[config.mk]
export PLATFORM = sky130hd
export DESIGN_NAME = markup_tag_to_ansi_escape
export DESIGN_NICKNAME = d
export VERILOG_FILES = /design/src/rtl/mtae_pkg.sv /design/src/rtl/markup_tag_to_ansi_escape.sv /design/src/rtl/mtae_front.sv /design/src/rtl/mtae_back.sv
export SDC_FILE = /design/constraint.sdc
export NUM_CORES = 1
export LEC_CHECK = 0
export BUFFER_PORTS_ARGS = -buffer_cell sky130_fd_sc_hd__buf_2
export CORE_UTILIZATION = 58
export DETAILED_ROUTE_END_ITERATION = 8
export GPL_TIMING_DRIVEN = 0
export PLACE_DENSITY = 0.78
export SLEW_MARGIN = 25
export SYNTH_ARGS = -nofsm -noshare
export SYNTH_HDL_FRONTEND = slang
export SYNTH_HIERARCHICAL = 1
export SYNTH_SLANG_ARGS = --single-unit
[constraint.sdc]
create_clock -name clk -period 5.8 [get_ports clk]
set_input_delay 0.87 -clock clk [delete_from_list [all_inputs] [get_ports clk]]
set_output_delay 0.87 -clock clk [all_outputs]
set_load 0.005 [all_outputs]
[src/rtl/mtae_pkg.sv]
`default_nettype none
package mtae_pkg;

    localparam int KEYWORD_COUNT = 39;
    localparam int KW_MAX        = 17;

    // Index of the closing keyword "/" in the keyword table.
    localparam logic [5:0] KW_CLOSE = 6'd0;

    localparam logic [2:0] ST_OK        = 3'd0;
    localparam logic [2:0] ST_UNCLOSED  = 3'd1;
    localparam logic [2:0] ST_UNKNOWN   = 3'd2;
    localparam logic [2:0] ST_CLOSE_BAD = 3'd3;
    localparam logic [2:0] ST_OPEN_END  = 3'd4;

    localparam logic [7:0] CH_ESC   = 8'h1B;
    localparam logic [7:0] CH_OPEN  = 8'h5B;
    localparam logic [7:0] CH_CLOSE = 8'h5D;
    localparam logic [7:0] CH_M     = 8'h6D;

    // One classified job handed from the front end to the back end.
    // kind selects how the back end expands it into output bytes.
    localparam logic [2:0] JOB_BYTE   = 3'd0; // one literal byte (b0)
    localparam logic [2:0] JOB_PAIR   = 3'd1; // '[' then b0
    localparam logic [2:0] JOB_ESC    = 3'd2; // escape sequence with code
    localparam logic [2:0] JOB_STATUS = 3'd3; // status-only result
    localparam logic [2:0] JOB_QUIET  = 3'd4; // no byte results

    typedef struct packed {
        logic [2:0] kind;
        logic [7:0] b0;
        logic [2:0] code_len;   // 1..4 code characters
        logic [31:0] code;      // code chars, first in low byte
        logic [2:0] err;        // status-only code (kind JOB_STATUS)
        logic       open_end;   // append status-4 result
        logic       last;       // final input of message
    } mtae_job_t;

    // Keyword text, first char in low byte, zero filled.
    function automatic logic [135:0] kw_word(input int idx);
        case (idx)
            0: kw_word = "/";
            1: kw_word = "REBMUN";
            2: kw_word = "DLOB";
            3: kw_word = "MID";
            4: kw_word = "CILATI";
            5: kw_word = "REDNU";
            6: kw_word = "EKIRTS";
            7: kw_word = "KCALB";
            8: kw_word = "KCALB-THGIRB";
            9: kw_word = "KCALB NO";
            10: kw_word = "KCALB-THGIRB NO";
            11: kw_word = "DER";
            12: kw_word = "DER-THGIRB";
            13: kw_word = "DER NO";
            14: kw_word = "DER-THGIRB NO";
            15: kw_word = "NEERG";
            16: kw_word = "NEERG-THGIRB";
            17: kw_word = "NEERG NO";
            18: kw_word = "NEERG-THGIRB NO";
            19: kw_word = "WOLLEY";
            20: kw_word = "WOLLEY-THGIRB";
            21: kw_word = "WOLLEY NO";
            22: kw_word = "WOLLEY-THGIRB NO";
            23: kw_word = "EULB";
            24: kw_word = "EULB-THGIRB";
            25: kw_word = "EULB NO";
            26: kw_word = "EULB-THGIRB NO";
            27: kw_word = "ATNEGAM";
            28: kw_word = "ATNEGAM-THGIRB";
            29: kw_word = "ATNEGAM NO";
            30: kw_word = "ATNEGAM-THGIRB NO";
            31: kw_word = "NAYC";
            32: kw_word = "NAYC-THGIRB";
            33: kw_word = "NAYC NO";
            34: kw_word = "NAYC-THGIRB NO";
            35: kw_word = "ETIHW";
            36: kw_word = "ETIHW-THGIRB";
            37: kw_word = "ETIHW NO";
            default: kw_word = "ETIHW-THGIRB NO";
        endcase
    endfunction

    function automatic logic [4:0] kw_len(input int idx);
        case (idx) inside
            0: kw_len = 5'd1;
            1, 4, 6, 13, 19: kw_len = 5'd6;
            2, 23, 31: kw_len = 5'd4;
            3, 11: kw_len = 5'd3;
            5, 7, 15, 35: kw_len = 5'd5;
            8, 16, 36: kw_len = 5'd12;
            9, 17, 37: kw_len = 5'd8;
            10, 18, 38: kw_len = 5'd15;
            12, 29: kw_len = 5'd10;
            14, 20: kw_len = 5'd13;
            21: kw_len = 5'd9;
            22: kw_len = 5'd16;
            24, 32: kw_len = 5'd11;
            26, 28, 34: kw_len = 5'd14;
            30: kw_len = 5'd17;
            default: kw_len = 5'd7;
        endcase
    endfunction

    // Escape code text (low byte first) and its length.
    function automatic logic [34:0] kw_code(input int idx);
        logic [7:0] d;
        d = 8'h30 + 8'((idx - 7) / 4);
        case (idx)
            0: kw_code = {3'd1, 32'h00000030};
            1: kw_code = {3'd4, 32'h36333B31};
            2: kw_code = {3'd1, 32'h00000031};
            3: kw_code = {3'd1, 32'h00000032};
            4: kw_code = {3'd1, 32'h00000033};
            5: kw_code = {3'd1, 32'h00000034};
            6: kw_code = {3'd1, 32'h00000039};
            default:
            begin
                case ((idx - 7) % 4)
                    0: kw_code = {3'd2, 16'h0000, d, 8'h33};
                    1: kw_code = {3'd2, 16'h0000, d, 8'h39};
                    2: kw_code = {3'd2, 16'h0000, d, 8'h34};
                    default: kw_code = {3'd3, 8'h00, d, 8'h30, 8'h31};
                endcase
            end
        endcase
    endfunction

endpackage
`default_nettype wire

[src/rtl/markup_tag_to_ansi_escape.sv]
// A job queued while the queue is empty offers its first result in the following cycle.
// Throughput: one input byte per cycle while each byte gives at most one result and the
// output is ready; each result of a job is one transfer (escape 4 to 7, 8 with open-at-end).
// The QUEUE_DEPTH-entry job queue (four by default) absorbs bursts; input stalls when full.
// Reset (rst_n, asynchronous, low) clears tag, span, error state, queue and strip mode;
// held tag text is not cleared, only bytes written in the current tag are compared.
`default_nettype none
module markup_tag_to_ansi_escape #(
    parameter int QUEUE_DEPTH = 4
) (
    input  wire logic        clk,
    input  wire logic        rst_n,
    input  wire logic        cfg_we,
    input  wire logic        cfg_wdata,
    input  wire logic        s_axis_tvalid,
    output logic             s_axis_tready,
    input  wire logic [7:0]  s_axis_tdata,   // [7:0] in_byte
    input  wire logic        s_axis_tlast,   // msg_last
    output logic             m_axis_tvalid,
    input  wire logic        m_axis_tready,
    output logic [15:0]      m_axis_tdata,   // [7:0] out_byte, [8] msg_end
    output logic [3:0]       m_axis_tuser,   // [0] byte_valid, [3:1] status
    output logic             m_axis_tlast    // run_last
);
    logic                strip_mode_reg;
    logic                job_valid;
    logic                job_full;
    mtae_pkg::mtae_job_t job;

    // Hold the mode register; the user must write it only while idle, the block does not enforce this.
    always_ff @(posedge clk or negedge rst_n)
    begin
        if (!rst_n)
            strip_mode_reg <= 1'b0;
        else if (cfg_we)
            strip_mode_reg <= cfg_wdata;
    end

    // Front end: classify each transfer and match tags.
    mtae_front u_front (
        .clk        (clk),
        .rst_n      (rst_n),
        .strip_mode (strip_mode_reg),
        .in_valid   (s_axis_tvalid),
        .in_byte    (s_axis_tdata),
        .in_last    (s_axis_tlast),
        .in_ready   (s_axis_tready),
        .job_valid  (job_valid),
        .job        (job),
        .job_full   (job_full)
    );

    // Back end: queue jobs and expand them into output transfers.
    mtae_back #(.DEPTH(QUEUE_DEPTH)) u_back (
        .clk       (clk),
        .rst_n     (rst_n),
        .job_valid (job_valid),
        .job       (job),
        .job_full  (job_full),
        .out_valid (m_axis_tvalid),
        .out_ready (m_axis_tready),
        .out_data  (m_axis_tdata),
        .out_user  (m_axis_tuser),
        .out_last  (m_axis_tlast)
    );

endmodule
`default_nettype wire

[src/rtl/mtae_front.sv]
`default_nettype none
module mtae_front (
    input  wire logic               clk,
    input  wire logic               rst_n,
    input  wire logic               strip_mode,
    input  wire logic               in_valid,
    input  wire logic [7:0]         in_byte,
    input  wire logic               in_last,
    output logic                    in_ready,
    output logic                    job_valid,
    output mtae_pkg::mtae_job_t     job,
    input  wire logic               job_full
);
    logic [7:0] text_reg [mtae_pkg::KW_MAX];
    logic [4:0] count_reg;
    logic       in_tag_reg;
    logic       span_reg;
    logic       err_reg;
    logic       take;
    logic       hit;
    logic [5:0] hit_idx;
    logic [34:0] cdata;
    logic [7:0] b;

    assign in_ready = !job_full;
    assign take = in_valid && in_ready;
    assign b = in_byte;

    always_comb
    begin
        logic [135:0] w;
        logic         eq;
        hit = 1'b0;
        hit_idx = mtae_pkg::KW_CLOSE;
        cdata = '0;
        for (int k = 0; k < mtae_pkg::KEYWORD_COUNT; k++)
        begin
            w = mtae_pkg::kw_word(k);
            eq = (mtae_pkg::kw_len(k) == count_reg);
            for (int j = 0; j < mtae_pkg::KW_MAX; j++)
            begin
                if (5'(j) < count_reg && w[j*8 +: 8] != text_reg[j])
                begin
                    eq = 1'b0;
                end
            end
            if (eq && !hit)
            begin
                hit = 1'b1;
                hit_idx = 6'(k);
                cdata = mtae_pkg::kw_code(k);
            end
        end
    end

    always_comb
    begin
        logic span_after;
        logic err_after;
        job = '0;
        job.last = in_last;
        job.kind = mtae_pkg::JOB_QUIET;
        job.b0 = b;
        span_after = span_reg;
        err_after = err_reg;
        if (err_reg)
        begin
            job.kind = mtae_pkg::JOB_QUIET;
        end
        else if (!in_tag_reg)
        begin
            if (!(b == mtae_pkg::CH_OPEN && !in_last))
            begin
                job.kind = mtae_pkg::JOB_BYTE;
            end
        end
        else if (count_reg == 5'd0 && in_last)
        begin
            job.kind = mtae_pkg::JOB_PAIR;
        end
        else if (count_reg == 5'd0 && b == mtae_pkg::CH_OPEN)
        begin
            job.kind = mtae_pkg::JOB_BYTE;
        end
        else if (b == mtae_pkg::CH_CLOSE)
        begin
            if (!hit)
            begin
                job.kind = mtae_pkg::JOB_STATUS;
                job.err = mtae_pkg::ST_UNKNOWN;
                err_after = 1'b1;
            end
            else if (hit_idx == mtae_pkg::KW_CLOSE && !span_reg)
            begin
                job.kind = mtae_pkg::JOB_STATUS;
                job.err = mtae_pkg::ST_CLOSE_BAD;
                err_after = 1'b1;
            end
            else
            begin
                span_after = (hit_idx != mtae_pkg::KW_CLOSE);
                job.kind = strip_mode ? mtae_pkg::JOB_QUIET : mtae_pkg::JOB_ESC;
                job.code_len = cdata[34:32];
                job.code = cdata[31:0];
            end
        end
        else if (in_last)
        begin
            job.kind = mtae_pkg::JOB_STATUS;
            job.err = mtae_pkg::ST_UNCLOSED;
            err_after = 1'b1;
        end
        job.open_end = in_last && !err_after && span_after;
    end

    assign job_valid = take;

    always_ff @(posedge clk)
    begin
        if (take && in_tag_reg && !err_reg && count_reg < 5'(mtae_pkg::KW_MAX)
            && b != mtae_pkg::CH_CLOSE && !in_last
            && !(count_reg == 5'd0 && b == mtae_pkg::CH_OPEN))
        begin
            text_reg[count_reg] <= b;
        end
    end

    always_ff @(posedge clk or negedge rst_n)
    begin
        if (!rst_n)
        begin
            count_reg <= '0;
            in_tag_reg <= 1'b0;
            span_reg <= 1'b0;
            err_reg <= 1'b0;
        end
        else if (take)
        begin
            if (in_last)
            begin
                count_reg <= '0;
                in_tag_reg <= 1'b0;
                span_reg <= 1'b0;
                err_reg <= 1'b0;
            end
            else if (err_reg)
            begin
            end
            else if (!in_tag_reg)
            begin
                if (b == mtae_pkg::CH_OPEN)
                begin
                    in_tag_reg <= 1'b1;
                    count_reg <= '0;
                end
            end
            else if (count_reg == 5'd0 && b == mtae_pkg::CH_OPEN)
            begin
                in_tag_reg <= 1'b0;
            end
            else if (b == mtae_pkg::CH_CLOSE)
            begin
                in_tag_reg <= 1'b0;
                count_reg <= '0;
                if (!hit || (hit_idx == mtae_pkg::KW_CLOSE && !span_reg))
                begin
                    err_reg <= 1'b1;
                end
                else
                begin
                    span_reg <= (hit_idx != mtae_pkg::KW_CLOSE);
                end
            end
            else if (count_reg <= 5'(mtae_pkg::KW_MAX))
            begin
                count_reg <= count_reg + 5'd1;
            end
        end
    end

`ifndef SYNTH
    a_count_sat: assert property (@(posedge clk) disable iff (!rst_n)
        count_reg <= 5'(mtae_pkg::KW_MAX + 1))
        else $error("tag count beyond saturation");
    a_idle_clear: assert property (@(posedge clk) disable iff (!rst_n)
        (take && in_last) |=> (!in_tag_reg && !span_reg && !err_reg))
        else $error("message state not cleared");
    a_no_tag_err: assert property (@(posedge clk) disable iff (!rst_n)
        err_reg |-> !in_tag_reg)
        else $error("tag open after error");
`endif

endmodule
`default_nettype wire

[src/rtl/mtae_back.sv]
`default_nettype none
module mtae_back #(
    parameter int DEPTH = 4
) (
    input  wire logic               clk,
    input  wire logic               rst_n,
    input  wire logic               job_valid,
    input  wire mtae_pkg::mtae_job_t job,
    output logic                    job_full,
    output logic                    out_valid,
    input  wire logic               out_ready,
    output logic [15:0]             out_data,
    output logic [3:0]              out_user,
    output logic                    out_last
);
    localparam int AW = (DEPTH > 1) ? $clog2(DEPTH) : 1;

    mtae_pkg::mtae_job_t q_reg [DEPTH];
    logic [AW-1:0] wp_reg, rp_reg;
    logic [AW:0]   n_reg;
    logic [2:0]    pos_reg;
    mtae_pkg::mtae_job_t h;
    logic [3:0]    total;
    logic [7:0]    ob;
    logic          bv;
    logic [2:0]    st;
    logic          pop, adv;

    assign h = q_reg[rp_reg];
    assign job_full = (n_reg == (AW+1)'(DEPTH));

    always_comb
    begin
        logic [2:0] nb;
        logic [1:0] ci;
        ci = 2'(pos_reg - 3'd2);
        case (h.kind)
            mtae_pkg::JOB_BYTE:   nb = 3'd1;
            mtae_pkg::JOB_PAIR:   nb = 3'd2;
            mtae_pkg::JOB_ESC:    nb = 3'd3 + h.code_len;
            mtae_pkg::JOB_STATUS: nb = 3'd0;
            default:              nb = 3'd0;
        endcase
        total = 4'(nb) + 4'(h.open_end) + 4'(h.kind == mtae_pkg::JOB_STATUS);
        ob = 8'h00;
        bv = 1'b0;
        st = mtae_pkg::ST_OK;
        if (pos_reg < nb)
        begin
            bv = 1'b1;
            case (h.kind)
                mtae_pkg::JOB_BYTE: ob = h.b0;
                mtae_pkg::JOB_PAIR: ob = (pos_reg == 3'd0) ? mtae_pkg::CH_OPEN : h.b0;
                default:
                begin
                    if (pos_reg == 3'd0)
                        ob = mtae_pkg::CH_ESC;
                    else if (pos_reg == 3'd1)
                        ob = mtae_pkg::CH_OPEN;
                    else if (pos_reg == nb - 3'd1)
                        ob = mtae_pkg::CH_M;
                    else
                        ob = h.code[{ci, 3'b000} +: 8];
                end
            endcase
        end
        else if (h.kind == mtae_pkg::JOB_STATUS)
        begin
            st = h.err;
        end
        else if (h.open_end)
        begin
            st = mtae_pkg::ST_OPEN_END;
        end
        if (total == 4'd0 && h.last)
        begin
            total = 4'd1;
        end
    end

    // Jobs with no result at all leave the queue without a transfer.
    assign out_valid = (n_reg != '0) && (total != 4'd0);
    assign adv = out_valid && out_ready;
    assign out_last = ({1'b0, pos_reg} == total - 4'd1);
    assign pop = (n_reg != '0) && ((total == 4'd0) || (adv && out_last));
    assign out_data = {7'b0000000, h.last, ob};
    assign out_user = {st, bv};

    always_ff @(posedge clk)
    begin
        if (job_valid)
        begin
            q_reg[wp_reg] <= job;
        end
    end

    always_ff @(posedge clk or negedge rst_n)
    begin
        if (!rst_n)
        begin
            wp_reg <= '0;
            rp_reg <= '0;
            n_reg <= '0;
            pos_reg <= '0;
        end
        else
        begin
            if (job_valid)
                wp_reg <= (wp_reg == AW'(DEPTH - 1)) ? '0 : wp_reg + AW'(1);
            if (pop)
                rp_reg <= (rp_reg == AW'(DEPTH - 1)) ? '0 : rp_reg + AW'(1);
            n_reg <= n_reg + (AW+1)'(job_valid) - (AW+1)'(pop);
            if (pop)
                pos_reg <= '0;
            else if (adv)
                pos_reg <= pos_reg + 3'd1;
        end
    end

`ifndef SYNTH
    a_no_overflow: assert property (@(posedge clk) disable iff (!rst_n)
        job_full |-> !job_valid)
        else $error("queue overflow");
    a_pos_range: assert property (@(posedge clk) disable iff (!rst_n)
        out_valid |-> ({1'b0, pos_reg} < total))
        else $error("burst position out of range");
    a_count_range: assert property (@(posedge clk) disable iff (!rst_n)
        n_reg <= (AW+1)'(DEPTH))
        else $error("queue count out of range");
`endif

endmodule
`default_nettype wire
==> results of run 1 <==
power by group through the flow:
| stage | registers, mW | logic [mW] | clock network, mW |
|---|---|---|---|
| floorplan | 3.33 | 1.84 | 0 |
| global placement | 3.35 | 2.48 | 0 |
| detailed placement | 3.36 | 2.64 | 0 |
| CTS | 3.33 | 2.76 | 2.32 |
| global route | 3.36 | 3.10 | 2.41 |
| finish | 3.34 | 2.87 | 2.29 |
area by class of cell:
class | count | area [um2]
fillers | 2290 | 10700
flip-flops and latches | 359 | 10700
multi-input cells | 971 | 7630
clock buffers | 47 | 995
plain buffers | 84 | 619
well taps | 435 | 544
repair buffers | 40 | 305
clock inverters | 18 | 179
inverters | 39 | 146
through the flow:
stage | cell area, um2 | utilization | instances
floorplan | 19000 | - | 1457
finish | 21100 | 0.664 | 1993
detailed placement | 19800 | 0.623 | 1927
global route | 21100 | 0.664 | 1993
CTS | 21100 | 0.662 | 1991
global placement | 19700 | 0.619 | 1922
cells by family (layout without fill, tap and decap cells):
group           after synthesis  in the layout  share of synthesized area
flops                       359            359                      0.565
xor+xnor                     13             13                    0.00602
fa+ha+maj                    24             24                     0.0167
other cells                   2             19                   0.000397
buf+inv                     127            228                     0.0381
mux                          65             65                     0.0738
compound gates              284            284                      0.114
simple gates                566            566                      0.187
repair_timing:
item,CTS,global route
endpoints found under the setup margin,94,34
buffers inserted,1,4
pin swaps,1,2
cloned,0,0
resized for setup,24,9
path summary, 6_finish.rpt:
kind	start	end	slack (ns)	cells after the start
min in group clk	u_back/n_reg[2]	u_back/n_reg[2]	0.50	1
worst min-delay path	rst_n	u_front/count_reg[0]	0.35	1
max in group asynchronous	rst_n	u_back/rp_reg[1]	4.99	1
worst max register to register	u_front/count_reg[0]	u_back/q_reg[3][39]	0.10	15
worst min register to register	u_back/n_reg[2]	u_back/n_reg[2]	0.50	1
worst max-delay path	u_front/count_reg[0]	u_back/q_reg[3][39]	0.10	15
layout by cell type, fill, tap and decap left out, types with 27 or more instances in the layout:
master	count
mux4_2	59
inv_1	36
a31oi_1	38
buf_4	46
nand3_1	42
clkbuf_16	38
nor2b_1	32
nor2_1	99
o21ai_0	30
edfxtp_1	340
nor3_1	37
nand2_1	70
nor4_1	27
buf_2	40
a21oi_1	60
nand4_1	69
cell usage after synthesis (all sizes together), types with 21 or more instances:
library cell,number
nand2,72
nor3,43
buf,69
o21ai,34
inv,39
nor2b,32
ha,22
nor4b,31
a41oi,21
nand3,43
a31oi,41
mux4,59
edfxtp,340
nor4bb,26
nand4,70
nor4,33
nor2,101
a21oi,63
metal layers:
layer / vias up / GRT usage
met1: 6924 / 0.446
li1: 6046 / -
met2: 742 / 0.561
met5: - / 0.00593
met4: 0 / 0.147
met3: 164 / 0.0563
==> impl_metrics.json, run 1 <==
{
  "run_status": "completed",
  "cts_made_buffers": 37,
  "wl_um": 55800,
  "crit_top_cell": "buf_4",
  "drive_gt1_frac": 0.189,
  "cp_num_buf_inv": 5,
  "syn_area_mm2": 0.0189,
  "drc": 0,
  "fin_skew_ns": 0.0237,
  "cap_viol_max_count": 0,
  "hold_buffers": 0,
  "finalMaxSlewViolations": 0,
  "critPathKind": "register to register",
  "largest_register_ffs": 204,
  "cts_tree": "yes",
  "nNetsFinal": 1571,
  "portBuffers": 30,
  "worstSetupEndpointType": "register",
  "yosys.area.top_type_share": 0.540,
  "cp-start-kind": "register",
  "core_mm2": 0.0318,
  "path_delay_family": "simple AND/OR/NAND/NOR gates",
  "wl_met3_um": 4350,
  "fin_ws_ns": 0.101,
  "sw_frac_of_total": 0.309,
  "power_density_mw_per_mm2": 402,
  "place_ws_ns": -1.34,
  "firstDrtPassIters": 5,
  "cts-root-buf": "clkbuf_16",
  "setup_viol": 0,
  "htreeDepth": 2,
  "hold_slack_ns": 0.345,
  "crit_chain": "buf_2 > inv_1 > ha_1 > nor4bb_1 > nand3_1 > or4_4 > a31oi_1 > a211oi_1 > nand4_1 > nor4_1 > or4_1 > buf_4 > buf_6 > nor3_4 > buf_4",
  "die_h_um": 183,
  "p_leak_nw": 7.12,
  "min-delay-path-class": "input pin to async pin",
  "clock_path_buffers": 3,
  "ir_worst_vdd_mv": 0.388,
  "clockPowerShare": 0.269,
  "wl_per_cell_um": 28.0,
  "async_reset_ff_frac": 0.0529,
  "finalCriticalPeriod_ns": 5.70,
  "combPwrFrac": 0.338,
  "clkSinkCount": 359,
  "p_seq_frac": 0.393,
  "synth_edf_count": 340,
  "yosys_warnings": 6,
  "cp_slowest_cell": "ha_1",
  "cp.required_ns": 6.19,
  "synthFlopType": "edfxtp_1",
  "finalCritPeriodShare": 0.983,
  "ant_nets": 0,
  "dp_hpwl_um": 39500,
  "yosysSeqAreaShare": 0.565,
  "tightest_slew_ns": 1.16,
  "place_congestion": 1.04,
  "area_growth_pct": 11.5,
  "synth_area_leaders": "edfxtp_1, mux4_2, dfrtp_1",
  "fmax_mhz": 175,
  "dr_wl_met2_um": 26800,
  "grt_start_max_net_pins": 46,
  "critical_path.max_stage_delay_ns": 0.76,
  "track_usage": 0.340,
  "syn-mean-instance-area_um2": 13.1,
  "avgViaCountPerCell": 6.96,
  "yosysTopAreaCell": "edfxtp_1",
  "cell_internal_pwr_mw": 5.86,
  "final.setup.tns_ns": 0,
  "drt_iter0_markers": 1490,
  "yosysUniqueCellTypes": 105,
  "die_x_um": 183,
  "worst_ep_arrival_time_ns": 6.09,
  "syn_inst": 1440,
  "route.vias.total": 13900,
  "clk_pin_slew_ns": 0.06,
  "finalHoldViolations": 0,
  "initial_core_util": 0.595,
  "grt_pass1_wl_um": 83300,
  "met1_length_um": 22100,
  "io_pins": 38,
  "cp_max_fo": 16,
  "grt_pass1_vias": 13500,
  "gr-total-overflow": 0,
  "power_switching_mw": 2.63,
  "slew_headroom": 0.226,
  "clkLatencyLatePin_ns": 0.54,
  "synth_seq_cells": 359,
  "antenna_found_initial": 0,
  "die_area_mm2": 0.0334,
  "row_count": 65,
  "total_power_mw": 8.49,
  "n_antenna_cell": 0,
  "top_layer": "met4"
}
Power figures use the tool's default switching activity.
==> run 2, diff against run 1 <==
--- a/config.mk
+++ b/config.mk
@@ -6,10 +6,11 @@
 export NUM_CORES = 1
 export LEC_CHECK = 0
 export BUFFER_PORTS_ARGS = -buffer_cell sky130_fd_sc_hd__buf_2
-export CORE_UTILIZATION = 58
+export CORE_UTILIZATION = 54
+export CTS_BUF_LIST = sky130_fd_sc_hd__clkbuf_16
 export DETAILED_ROUTE_END_ITERATION = 8
 export GPL_TIMING_DRIVEN = 0
-export PLACE_DENSITY = 0.78
+export PLACE_DENSITY = 0.73
 export SLEW_MARGIN = 25
 export SYNTH_ARGS = -nofsm -noshare
 export SYNTH_HDL_FRONTEND = slang
==> run 2 against run 1 <==
Effect of this change: via count down 1.2%; sequential power about the same; global-route usage down 3.7 points; worst setup slack better by 0.14 ns; highest routed layer unchanged; worst hold slack better by 0.013 ns; utilization down 5.1 points; non-clock buffer count down 2; maximum frequency up 2.5%; final area up 0.24%; clock power about the same; critical path type is now register to primary output; largest power group unchanged; final cell count up 1.0%.
==> impl_metrics.json, run 2 (same netlist as run 1, synthesis figures left out) <==
{
  "largest_register_ffs": 204,
  "hold_buffers": 0,
  "antenna_found_initial": 0,
  "combPwrFrac": 0.328,
  "cap_viol_max_count": 0,
  "crit_chain": "buf_8 > buf_12 > buf_16 > mux4_2 > a211oi_2 > inv_1 > fa_2 > inv_1 > ha_1 > inv_1 > o21ai_1 > o21ai_2 > a21boi_2 > ha_2 > xnor2_1 > o41ai_1 > mux2i_1 > or2_2 > and4b_1 > buf_2",
  "final.setup.tns_ns": 0,
  "wl_per_cell_um": 26.9,
  "gr-total-overflow": 0,
  "drc": 0,
  "worstSetupEndpointType": "primary output",
  "layout_common_cells": "edfxtp_1, nor2_1, nand2_1",
  "place_congestion": 0.994,
  "power_switching_mw": 2.55,
  "nNetsFinal": 1570,
  "finalMaxSlewViolations": 0,
  "avgViaCountPerCell": 6.81,
  "power_density_mw_per_mm2": 397,
  "fin_ws_ns": 0.241,
  "clockPowerShare": 0.276,
  "cts_made_buffers": 38,
  "die_area_mm2": 0.0358,
  "place_ws_ns": -1.28,
  "r2r_end": "u_back/q_reg[0][26]",
  "cell_internal_pwr_mw": 5.84,
  "drt_iter0_markers": 1517,
  "row_count": 68,
  "cts_tree": "yes",
  "dp_hpwl_um": 38800,
  "core_mm2": 0.0345,
  "firstDrtPassIters": 6,
  "hold_slack_ns": 0.358,
  "clk_pin_slew_ns": 0.06,
  "sw_frac_of_total": 0.304,
  "dp_cells": 1946,
  "critPathKind": "register to primary output",
  "clkLatencyLatePin_ns": 0.55,
  "area_growth_pct": 11.8,
  "portBuffers": 30,
  "grt_pass1_vias": 13200,
  "ant_nets": 0,
  "path_delay_family": "buffers and inverters",
  "cp_slowest_cell": "mux4_2",
  "cp_num_buf_inv": 7,
  "cts-root-buf": "clkbuf_16",
  "setup_viol": 0,
  "post_dp_cell_area_mm2": 0.0198,
  "cp.required_ns": 4.93,
  "ir_worst_vdd_mv": 0.504,
  "rr_worst_depth": 15,
  "initial_core_util": 0.548,
  "grt_start_max_net_pins": 46,
  "io_pins": 38,
  "total_power_mw": 8.39,
  "finalHoldViolations": 0,
  "wl_um": 54100,
  "grt_pass1_wl_um": 80600,
  "final_util": 0.613,
  "clock_path_buffers": 3,
  "track_usage": 0.303,
  "p_seq_frac": 0.396,
  "run_status": "completed",
  "route.vias.total": 13700,
  "fin_skew_ns": 0.0200,
  "critical_path.max_stage_delay_ns": 0.56,
  "tightest_slew_ns": 1.03,
  "slew_headroom": 0.311,
  "fmax_mhz": 180,
  "r2r_start": "u_front/count_reg[0]",
  "p_leak_nw": 7.16,
  "crit_top_cell": "inv_1",
  "cp_max_fo": 10,
  "htreeDepth": 2,
  "worst_ep_arrival_time_ns": 4.69,
  "final_common_cell": "edfxtp_1",
  "clkSinkCount": 359,
  "cp-start-kind": "register",
  "die_h_um": 189,
  "finalCritPeriodShare": 0.959,
  "rrSetupSlack_ns": 0.28,
  "min-delay-path-class": "input pin to async pin",
  "final_cells": 2013,
  "die_x_um": 189,
  "drive_gt1_frac": 0.188,
  "finalInstanceArea_mm2": 0.0212,
  "finalCriticalPeriod_ns": 5.56
}
==> run 2: cell type report <==
class | count | area (um2)
inverters | 39 | 146
diodes | 1 | 2.50
multi-input cells | 971 | 7630
clock buffers | 38 | 951
clock inverters | 28 | 254
fillers | 2655 | 13400
flip-flops and latches | 359 | 10700
well taps | 455 | 569
repair buffers | 38 | 290
plain buffers | 84 | 624
==> run 2: what timing repair did <==
action                     4_1_cts  5_1_grt
buffers inserted                 1        3
setup endpoints to repair      105       71
gates resized for setup         24       12
gates cloned                     0        0
pin swaps                        1        3
==> run 2: routing by layer <==
layer	global-route usage	part of all wire	vias to the layer above
li1	-	-	6062
met3	0.0449	0.067	147
met1	0.395	0.40	6882
met4	0.138	0.045	0
met5	0	0	-
met2	0.503	0.48	622
==> run 2: worst register-to-register path, delay by kind of cell (launching register included) <==
| kind | cells | cell delay (ns) |
|---|---|---|
| and+or+nand+nor | 6 | 2.20 |
| AOI/OAI and AO/OA | 3 | 0.84 |
| DFF | 1 | 0.40 |
| adders and majority gates | 1 | 0.60 |
| buffers and inverters | 5 | 1.37 |
==> run 2: power by group through the flow <==
stage / clock network [mW] / logic (mW) / registers, mW
6_report: 2.32 / 2.75 / 3.32
5_1_grt: 2.45 / 3.00 / 3.34
4_1_cts: 2.36 / 2.71 / 3.32
3_5_place_dp: 0 / 2.61 / 3.35
3_3_place_gp: 0 / 2.49 / 3.36
2_1_floorplan: 0 / 1.84 / 3.33
==> run 2: worst max path at each step <==
stage | startpoint | end | cells after the start
floorplan | u_back/rp_reg[0] | u_back/n_reg[2] | 28
global placement | u_back/rp_reg[1] | u_back/n_reg[2] | 28
detailed placement | u_back/rp_reg[1] | u_back/n_reg[2] | 28
CTS | u_back/rp_reg[0] | m_axis_tlast | 20
global route | u_back/rp_reg[0] | m_axis_tlast | 22
finish | u_back/rp_reg[0] | m_axis_tlast | 20
